## config.mk

```make
export PLATFORM = sky130hd
export DESIGN_NAME = cigar_segment_parser_core
export DESIGN_NICKNAME = d
export VERILOG_FILES = /design/src/rtl/cigar_pkg.sv /design/src/rtl/cigar_segment_parser_core.sv
export SDC_FILE = /design/constraint.sdc
export NUM_CORES = 2
export LEC_CHECK = 0
export BUFFER_PORTS_ARGS = -buffer_cell sky130_fd_sc_hd__buf_2
export CORE_UTILIZATION = 45
export CTS_CLUSTER_SIZE = 40
export DETAILED_ROUTE_END_ITERATION = 6
export PLACE_DENSITY = 0.64
export SLEW_MARGIN = 25
export SYNTH_ARGS = -nofsm -noshare
export SYNTH_HDL_FRONTEND = slang
export SYNTH_SLANG_ARGS = --single-unit
```

## constraint.sdc

```tcl
create_clock -name clk -period 15.4 [get_ports clk]
set_clock_uncertainty 0.15 [all_clocks]
set_input_delay 1.54 -clock clk [delete_from_list [all_inputs] [get_ports clk]]
set_output_delay 1.54 -clock clk [all_outputs]
set_load 0.1 [all_outputs]
```

## src/rtl/cigar_pkg.sv

```systemverilog
// ----------------------------------------------------------------------------
// CIGAR segment parser package
// Shared types, character codes and result helpers for the CIGAR parser.
// ----------------------------------------------------------------------------
package cigar_pkg;

	// ASCII codes of the operation letters and the digit range.
	localparam logic [7:0] SYM_ZERO = 8'h30;
	localparam logic [7:0] SYM_NINE = 8'h39;
	localparam logic [7:0] SYM_N    = 8'h4E;
	localparam logic [7:0] SYM_I    = 8'h49;
	localparam logic [7:0] SYM_D    = 8'h44;
	localparam logic [7:0] SYM_S    = 8'h53;
	localparam logic [7:0] SYM_H    = 8'h48;
	localparam logic [7:0] SYM_P    = 8'h50;

	// Saturation limits.
	localparam logic [9:0]  COUNT_MAX    = 10'd1023;
	localparam logic [16:0] READ_LEN_MAX = 17'd131071;
	localparam logic [15:0] READ_POS_MAX = 16'hFFFF;

	// Read span end reported for an empty span starting at zero.
	localparam logic [16:0] READ_END_EMPTY = 17'h1FFFF;

	// Result queue geometry.
	localparam int FIFO_DEPTH = 4;
	localparam int FIFO_AW    = $clog2(FIFO_DEPTH);

	// One result item.
	typedef struct packed {
		logic               ref_valid;
		logic [31:0]        ref_span_start;
		logic [31:0]        ref_span_end;
		logic               read_valid;
		logic [15:0]        read_span_start;
		logic signed [16:0] read_span_end;
		logic [9:0]         span_count;
		logic               end_of_string;
	} result_t;

	// Saturating increment of the span counter.
	function automatic logic [9:0] count_up(input logic [9:0] c);
		return (c < COUNT_MAX) ? c + 10'd1 : COUNT_MAX;
	endfunction

	// Build a result from span bases and lengths; invalid spans report zero.
	function automatic result_t make_result(
		input logic        rv,
		input logic        dv,
		input logic [31:0] rbase,
		input logic [31:0] rlen,
		input logic [15:0] dbase,
		input logic [16:0] dlen,
		input logic [9:0]  cnt,
		input logic        eos
	);
		logic [17:0] dsum;
		logic [17:0] dlast;
		result_t     r;
		dsum  = {2'b00, dbase} + {1'b0, dlen};
		dlast = dsum - 18'd1;
		r.ref_valid       = rv;
		r.ref_span_start  = rv ? rbase : 32'd0;
		r.ref_span_end    = rv ? (rbase + rlen - 32'd1) : 32'd0;
		r.read_valid      = dv;
		r.read_span_start = dv ? dbase : 16'd0;
		if (!dv) begin
			r.read_span_end = 17'd0;
		end else if (dsum == 18'd0) begin
			r.read_span_end = READ_END_EMPTY;
		end else if (dlast > {2'b00, READ_POS_MAX}) begin
			r.read_span_end = {1'b0, READ_POS_MAX};
		end else begin
			r.read_span_end = dlast[16:0];
		end
		r.span_count    = cnt;
		r.end_of_string = eos;
		return r;
	endfunction

endpackage

```

## src/rtl/cigar_segment_parser_core.sv

```systemverilog
// ----------------------------------------------------------------------------
// CIGAR segment parser core
// Splits a CIGAR string, one character per transfer, into reference and
// read spans at every N operation and at the end of the string.
// ----------------------------------------------------------------------------
// The block takes one CIGAR character per cycle and sustains one transfer
// per cycle while the input is not stalled. A character goes into an input
// register; when it leaves that register the parse state (run length, span
// bases and lengths, span count) is updated and zero, one or two results
// (an N span, then the closing result on the last character) enter a
// four-entry result queue. The input stalls only while a character waits in
// the input register and the result queue holds more than two results, so a
// stalled output fills the queue and then stops the input; the stall to the
// input side is driven from registers alone.
module cigar_segment_parser_core (
	input  logic               clk,
	input  logic               arst_n,
	// Input channel
	input  logic               in_valid,
	output logic               in_stall,
	input  logic               first,
	input  logic [30:0]        align_start,
	input  logic [7:0]         symbol,
	input  logic               last,
	// Output channel
	output logic               out_valid,
	input  logic               out_stall,
	output logic               ref_valid,
	output logic [31:0]        ref_span_start,
	output logic [31:0]        ref_span_end,
	output logic               read_valid,
	output logic [15:0]        read_span_start,
	output logic signed [16:0] read_span_end,
	output logic [9:0]         span_count,
	output logic               end_of_string
);

	// Input register stage.
	logic        valid_s1;
	logic        first_s1;
	logic [30:0] align_start_s1;
	logic [7:0]  symbol_s1;
	logic        last_s1;

	// Parse state.
	logic [31:0] run_q;
	logic [31:0] ref_base_q;
	logic [31:0] ref_len_q;
	logic [15:0] read_base_q;
	logic [16:0] read_len_q;
	logic [9:0]  spans_q;

	// Result queue.
	cigar_pkg::result_t               fifo_mem [cigar_pkg::FIFO_DEPTH];
	logic [cigar_pkg::FIFO_AW-1:0]    head_q;
	logic [cigar_pkg::FIFO_AW-1:0]    tail_q;
	logic [cigar_pkg::FIFO_AW:0]      count_q;

	logic fifo_room;
	logic advance;
	logic s1_load;
	logic pop;
	logic push_a;
	logic push_b;
	logic [cigar_pkg::FIFO_AW:0] push_n;

	// Effective state after a possible restart on the first character.
	logic [31:0] run_e;
	logic [31:0] ref_base_e;
	logic [31:0] ref_len_e;
	logic [15:0] read_base_e;
	logic [16:0] read_len_e;
	logic [9:0]  spans_e;

	// State after the symbol is processed.
	logic [31:0] run_p;
	logic [31:0] ref_base_p;
	logic [31:0] ref_len_p;
	logic [15:0] read_base_p;
	logic [16:0] read_len_p;
	logic [9:0]  spans_p;

	logic        is_digit;
	logic        is_n;
	logic        is_clip;
	logic        add_ref;
	logic        add_read;
	logic [31:0] run_x10;
	logic [17:0] rb_sum;
	logic [32:0] rl_sum;
	logic        rv_b;
	logic        dv_b;
	logic [9:0]  cnt_b;

	cigar_pkg::result_t res_a;
	cigar_pkg::result_t res_b;
	cigar_pkg::result_t head_res;

	// Handshake control: the input register empties into the queue when two
	// entries are free.
	assign fifo_room = (count_q <= (cigar_pkg::FIFO_AW+1)'(cigar_pkg::FIFO_DEPTH - 2));
	assign advance   = valid_s1 && fifo_room;
	assign in_stall  = valid_s1 && !fifo_room;
	assign s1_load   = in_valid && !in_stall;
	assign out_valid = (count_q != '0);
	assign pop       = out_valid && !out_stall;

	// Input register.
	always_ff @(posedge clk or negedge arst_n) begin
		if (!arst_n) begin
			valid_s1 <= 1'b0;
		end else if (s1_load) begin
			valid_s1 <= 1'b1;
		end else if (advance) begin
			valid_s1 <= 1'b0;
		end
	end

	always_ff @(posedge clk) begin
		if (s1_load) begin
			first_s1       <= first;
			align_start_s1 <= align_start;
			symbol_s1      <= symbol;
			last_s1        <= last;
		end
	end

	// Restart on the first character of a string.
	always_comb begin
		if (first_s1) begin
			run_e       = 32'd0;
			ref_base_e  = {1'b0, align_start_s1};
			ref_len_e   = 32'd0;
			read_base_e = 16'd0;
			read_len_e  = 17'd0;
			spans_e     = 10'd0;
		end else begin
			run_e       = run_q;
			ref_base_e  = ref_base_q;
			ref_len_e   = ref_len_q;
			read_base_e = read_base_q;
			read_len_e  = read_len_q;
			spans_e     = spans_q;
		end
	end

	// Symbol decode.
	assign is_digit = (symbol_s1 >= cigar_pkg::SYM_ZERO) && (symbol_s1 <= cigar_pkg::SYM_NINE);
	assign is_n     = (symbol_s1 == cigar_pkg::SYM_N);
	assign is_clip  = (symbol_s1 == cigar_pkg::SYM_S) || (symbol_s1 == cigar_pkg::SYM_H) ||
	                  (symbol_s1 == cigar_pkg::SYM_P);
	assign add_ref  = !is_clip && (symbol_s1 != cigar_pkg::SYM_I);
	assign add_read = !is_clip && (symbol_s1 != cigar_pkg::SYM_D);

	// Run length times ten plus the digit, as shifts and adds.
	assign run_x10 = {run_e[28:0], 3'b000} + {run_e[30:0], 1'b0} + {28'd0, symbol_s1[3:0]};
	assign rb_sum  = {2'b00, read_base_e} + {1'b0, read_len_e};
	assign rl_sum  = {16'd0, read_len_e} + {1'b0, run_e};

	// State update for one symbol.
	always_comb begin
		run_p       = run_e;
		ref_base_p  = ref_base_e;
		ref_len_p   = ref_len_e;
		read_base_p = read_base_e;
		read_len_p  = read_len_e;
		spans_p     = spans_e;
		if (is_digit) begin
			run_p = run_x10;
		end else if (is_n) begin
			spans_p     = cigar_pkg::count_up(spans_e);
			ref_base_p  = ref_base_e + ref_len_e + run_e;
			read_base_p = (rb_sum > {2'b00, cigar_pkg::READ_POS_MAX}) ?
			              cigar_pkg::READ_POS_MAX : rb_sum[15:0];
			ref_len_p   = 32'd0;
			read_len_p  = 17'd0;
			run_p       = 32'd0;
		end else begin
			if (add_ref) begin
				ref_len_p = ref_len_e + run_e;
			end
			if (add_read) begin
				read_len_p = (rl_sum > {16'd0, cigar_pkg::READ_LEN_MAX}) ?
				             cigar_pkg::READ_LEN_MAX : rl_sum[16:0];
			end
			run_p = 32'd0;
		end
	end

	// Result of an N, and the closing result of the last character.
	assign res_a = cigar_pkg::make_result(1'b1, 1'b1, ref_base_e, ref_len_e, read_base_e,
	                                      read_len_e, spans_p, 1'b0);
	assign rv_b  = (ref_len_p != 32'd0);
	assign dv_b  = (read_len_p != 17'd0);
	assign cnt_b = rv_b ? cigar_pkg::count_up(spans_p) : spans_p;
	assign res_b = cigar_pkg::make_result(rv_b, dv_b, ref_base_p, ref_len_p, read_base_p,
	                                      read_len_p, cnt_b, 1'b1);

	// Parse state registers; the end of a string clears all but the reference base.
	always_ff @(posedge clk or negedge arst_n) begin
		if (!arst_n) begin
			run_q       <= 32'd0;
			ref_base_q  <= 32'd0;
			ref_len_q   <= 32'd0;
			read_base_q <= 16'd0;
			read_len_q  <= 17'd0;
			spans_q     <= 10'd0;
		end else if (advance) begin
			ref_base_q <= ref_base_p;
			if (last_s1) begin
				run_q       <= 32'd0;
				ref_len_q   <= 32'd0;
				read_base_q <= 16'd0;
				read_len_q  <= 17'd0;
				spans_q     <= 10'd0;
			end else begin
				run_q       <= run_p;
				ref_len_q   <= ref_len_p;
				read_base_q <= read_base_p;
				read_len_q  <= read_len_p;
				spans_q     <= spans_p;
			end
		end
	end

	// Queue writes: the N result goes first, the closing result after it.
	assign push_a = advance && is_n;
	assign push_b = advance && last_s1;
	assign push_n = (cigar_pkg::FIFO_AW+1)'(push_a) + (cigar_pkg::FIFO_AW+1)'(push_b);

	always_ff @(posedge clk) begin
		if (push_a) begin
			fifo_mem[tail_q] <= res_a;
		end
		if (push_b) begin
			fifo_mem[tail_q + cigar_pkg::FIFO_AW'(push_a)] <= res_b;
		end
	end

	// Queue pointers and fill count.
	always_ff @(posedge clk or negedge arst_n) begin
		if (!arst_n) begin
			head_q  <= '0;
			tail_q  <= '0;
			count_q <= '0;
		end else begin
			tail_q  <= tail_q + push_n[cigar_pkg::FIFO_AW-1:0];
			head_q  <= head_q + cigar_pkg::FIFO_AW'(pop);
			count_q <= count_q + push_n - (cigar_pkg::FIFO_AW+1)'(pop);
		end
	end

	// Head of the queue drives the output fields.
	assign head_res        = fifo_mem[head_q];
	assign ref_valid       = head_res.ref_valid;
	assign ref_span_start  = head_res.ref_span_start;
	assign ref_span_end    = head_res.ref_span_end;
	assign read_valid      = head_res.read_valid;
	assign read_span_start = head_res.read_span_start;
	assign read_span_end   = head_res.read_span_end;
	assign span_count      = head_res.span_count;
	assign end_of_string   = head_res.end_of_string;

	// The queue never holds more entries than it has.
	a_fifo_bound: assert property (@(posedge clk) disable iff (!arst_n)
		count_q <= (cigar_pkg::FIFO_AW+1)'(cigar_pkg::FIFO_DEPTH))
		else $error("result queue overflow");

	// The fill count follows pushes and pops exactly.
	a_fifo_count: assert property (@(posedge clk) disable iff (!arst_n)
		1'b1 |=> count_q == $past(count_q) + $past(push_n) - (cigar_pkg::FIFO_AW+1)'($past(pop)))
		else $error("result queue count mismatch");

	// A last character always leaves a result waiting in the next cycle.
	a_last_result: assert property (@(posedge clk) disable iff (!arst_n)
		advance && last_s1 |=> out_valid)
		else $error("closing result missing");

	// The input stalls only while an item waits in the input register.
	a_stall_cause: assert property (@(posedge clk) disable iff (!arst_n)
		in_stall |-> valid_s1 && !fifo_room)
		else $error("input stalled without cause");

endmodule

```

After elaboration in Yosys (flattened, before gate mapping):

Memory sizes are Yosys's and may differ from the RTL's.
Cells that the tools add are included.
W data, S select, Z words.

* register bits: 188
* word-level logic and storage cells: 115
* bits in writable memories: 440
* output and inout port bits: 112
* memories: 1

* reductions and logical operators: 21
* equality and inequality tests: 6
* $add $sub $neg: 21
* $lt $le $gt $ge: 9
* mux-type cells: 43

Memory list
* fifo_mem: depth 4, width 110, read ports 1, clocked after memory_dff 0, write ports 2, line cigar_segment_parser_core.sv:54 `cigar_pkg::result_t fifo_mem [cigar_pkg::FIFO_DEPTH];`

Operators by type and width (number)
* $mux W32: 13
* $mux W17: 11
* $add A32 B32 Y32: 5
* $mux W16: 6
* $mux W10: 7
* $sub A32 B1 Y32 const B: 2
* $gt A18 B16 Y1 const B: 3
* $add A16 B17 Y18: 2
* $logic_not A18 Y1: 2
* $sub A18 B1 Y18 const B: 2
* $add A17 B32 Y33: 1
* $gt A33 B17 Y1 const B: 1
* $add A32 B4 Y32: 1
* $eq A8 B7 Y1 const B: 4
* $reduce_bool A32 Y1: 1
* $add A10 B1 Y10 const B: 2
* $lt A10 B10 Y1 const B: 2
* $reduce_bool A17 Y1: 1
* $ne A8 B7 Y1 const B: 2
* $logic_and A1 B1 Y1: 9
* $ge A8 B6 Y1 const B: 1
* $le A8 B6 Y1 const B: 1
* $mux W1: 6
* $add A2 B1 Y2: 2
* other kinds (9): 13

Longest topological paths before layout:

* depth after elaboration: 14
* depth in mapped cells: 49
* gate-level depth less buffers: 37

Least setup slack after synthesis:

OpenSTA, ideal clock, no wires.

* path type: register to register
* start: register first_s1
* end: memory fifo_mem[2][76] (netlist name) (data pin)
* data required time: 14.993 ns
* data arrival time: 9.752 ns
* path slack: 5.241 ns
* period minus slack after synthesis: 10.159 ns
* cell stages (with the launch flop): 47
* setup time: 0.257 ns
* buffers on the path: 12
* path through: edfxtp_1 -> buf_6 -> buf_6 -> buf_6 -> buf_6 -> buf_6 -> buf_2 -> buf_4 -> buf_6 -> buf_2 -> clkbuf_1 -> clkbuf_1 -> buf_1 -> mux2i_1 -> inv_1 -> ha_1 -> fa_1 -> a211o_1 -> [... 11 more ...] -> a21boi_1 -> o41ai_1 -> o21bai_1 -> xor2_1 -> o21ai_0 -> ha_1 -> inv_1 -> ha_1 -> and2_1 -> nand2_1 -> a2111oi_0 -> nor3_1 -> o31ai_1 -> a31oi_1 -> xnor2_1 -> nor2_1 -> mux2i_1 -> nand2_1

RTL lines
* start, declared: line cigar_segment_parser_core.sv:40 `logic first_s1;`
* start signal, assigned: line cigar_segment_parser_core.sv:121 `first_s1 <= first;`
* end, declared: line cigar_segment_parser_core.sv:54

==> impl_results.md <==
* Largest net degree at the start of global routing at 80
* Setup TNS at 0 ns
* Violated checks: DRC
* DRT antenna net count at 0
* # setup viols final at 0
* Setup Crit Path Kind: register to register
* Layout cells sized above 1 at 0.130
* Syn Inst Count at 4330
* Primary FF master, synth: edfxtp_1
* RD Place Congestion at 0.967
* Min Tclk post-route at 10.67 ns
* Post-CTS setup buffer count at 0
* Worst hold path class: register to register
* CP Capture Type: register
* Die Wd at 312 um
* Clock input transition at the sequential cells of the worst setup and hold paths at 0.06 ns
* Vias per cell at 6.37
* Clock buffer depth at 3
* Max Used Layer: met4
* Total congestion overflow at 0
* Root buffer cell: clkbuf_16
* PD cells at 178 nW/um^2
* Status: finished with violations
* Post-Syn Area at 43300 um^2
* Final period util at 0.693
* TritonCTS clock tree: yes
* Worst-Margin Slew at 1.09 ns
* First-pass GRT wire length at 210 mm
* FMAX at 93.7 MHz
* Mean post-synth cell area at 10.0 um^2
* Crit path max fanout at 57
* Final cell count without fillers at 5676
* DPL Wire Length at 98.0 mm
* Top-count cell post-synth: edfxtp_1
* Critical Path AT at 10.92 ns
* Vias post-DR at 36100
* Die area at 97500 um^2
* Ant. Diodes at 0
* Initial DRC Count at 4290
* WL met2 at 60.6 mm
* Top post-synthesis cells by count: 477 x edfxtp_1, 370 x nand2_1, 352 x o22ai_1
* Synth Register Bits at 628
* Drt pass-1 iters at 7
* WL met1 at 59.6 mm
* CP startpoint kind: register
* Leakage power at 0.0192 uW
* FP Rows at 113
* Syn nets at 4607
* GRT Total Usage at 0.280
* Initial antenna violation count at 1
* Total CTS buffers at 74
* Max-Cap Viols at 0
* Nets at 4626
* Top post-synthesis cells by area: edfxtp_1 33%, dfrtp_1 8.5%, ha_1 6.5%
* Fin. Hold Viols at 0
* Slew HR at 0.255
* Vias in the first global route at 33900
* Hold_buf cts at 0
* Async set or reset register ratio after synthesis at 0.234
* CTS HTree Levels at 3
* Starting density of the core at 0.455
* Top cell type's share of synthesized area at 0.331
* Placed instance count at 5537
* Max-slew violations at 0
* Clock Latency Late Sink at 0.65 ns
* Final WL at 139 mm
* Clock sinks at 628
* Library cells used by synthesis at 127
* Post-synth EDFFs at 477
* Die Y at 312 um
* Layout fillers at 8616
* Seq/Total Area, Yosys at 0.418
* Drc violations at 2
* Max VDD drop at 0.147 mV
* Met3 wire len at 14.7 mm
* Synthesis warning total at 0
* Largest area contributor in the netlist: edfxtp_1
* Core Region at 95200 um^2
* WL per Instance at 24.6 um
* Worst EP required at 15.65 ns
* Max stage delay cell, worst path: buf_4
* P&R area growth vs syn at 9.76%
* # port buffers at 156
* Most frequent cell on the critical path: ha_1
* CTS resizes at 0
* RSZ-0062 raised after global routing: false
* IO Pins at 157
* Crit-path max cell delay at 0.75 ns
-- metal layers --
| layer | vias to the layer above | track usage |
|---|---|---|
| met2 | 1851 | 0.416 |
| li1 | 16500 | - |
| met4 | 0 | 0.0955 |
| met1 | 17600 | 0.410 |
| met3 | 210 | 0.0505 |
| met5 | - | 0 |
-- logic make-up (layout without fill, tap and decap cells) --
logic type	after synthesis	after routing	synth area share
xor gates and xnor gates	258	258	0.0522
muxes	167	167	0.0707
DFF	628	628	0.418
AOI/OAI and AO/OA	1350	1350	0.205
adders and majority gates	250	250	0.0727
and+or+nand+nor	1198	1198	0.137
buffers and inverters	479	560	0.0451
-- layout make-up --
| class | count | area, um^2 | area share |
|---|---|---|---|
| timing repair buffer | 214 | 1240 | 0.0261 |
| tap | 1265 | 1580 | 0.0333 |
| clock buffer | 100 | 2070 | 0.0436 |
| inverter | 208 | 788 | 0.0166 |
| clock inverter | 38 | 369 | 0.00777 |
| sequential | 628 | 18100 | 0.381 |
| multi-input combinational | 3223 | 23400 | 0.492 |
-- critical path: cells and delay by family, from the launching register on --
| kind | cells | cell delay, ns |
|---|---|---|
| AND/OR/NAND/NOR | 7 | 0.88 |
| AO/OA/AOI/OAI | 15 | 4.20 |
| buffers and inverters | 4 | 1.40 |
| multiplexers | 2 | 0.71 |
| flip-flops | 1 | 0.32 |
| XOR/XNOR | 3 | 0.89 |
| adder cells (fa/ha/maj) | 5 | 1.76 |
-- flip-flops by register name, indices dropped and copies added (netlist names) --
signal,flops
fifo_mem,440
ref_len_q,32
spans_q,10
head_q,2
first_s1,1
ref_base_q,32
run_q,32
tail_q,2
count_q,3
valid_s1,1
read_len_q,17
read_base_q,16
align_start_s1,31
symbol_s1,8
last_s1,1
-- cells in the final DEF (no fill, tap or decap), drive strengths merged, types with 31 or more instances in the layout --
master / instances
edfxtp: 477
nor2: 300
o22ai: 352
mux4: 110
a22o: 50
clkbuf: 100
nor2b: 93
nand3: 88
o31ai: 36
and2: 48
mux2i: 50
a21oi: 226
nor3: 77
dfrtp: 147
o21ai: 289
ha: 224
nand2: 373
inv: 210
buf: 214
a31oi: 44
xnor2: 181
a21o: 67
xor2: 77
a211oi: 31
-- where the power goes --
| part | internal, uW | switching, uW |
|---|---|---|
| registers | 2040 | 183 |
| logic | 1180 | 3280 |
| clock network | 1040 | 748 |
-- path summary, 6_finish.rpt --
kind | to | depth (start not counted) | startpoint | slack, ns
max | fifo_mem[3][76] | 36 | first_s1 | 4.73
min | fifo_mem[2][0] | 2 | fifo_mem[2][0] | 0.30
max reg2reg | fifo_mem[3][76] | 36 | first_s1 | 4.73
min reg2reg | fifo_mem[2][0] | 2 | fifo_mem[2][0] | 0.30
max in group asynchronous | head_q[1] | 3 | arst_n | 12.22
min in group asynchronous | ref_len_q[27] | 1 | arst_n | 0.65
-- per-stage QoR --
stage,total power (uW),setup WS (ns),utilization,hold slack (ns),area (um^2)
6_report,8470,4.73,0.499,0.298,47500
3_5_place_dp,6640,4.98,0.474,0.284,45100
2_1_floorplan,5600,5.24,-,0.267,43300
4_1_cts,8430,4.92,0.499,0.293,47500
3_3_place_gp,6620,5.25,0.473,0.277,45000
5_1_grt,8820,3.96,0.499,0.323,47500
No activity file was read; power rests on OpenSTA's default activity.
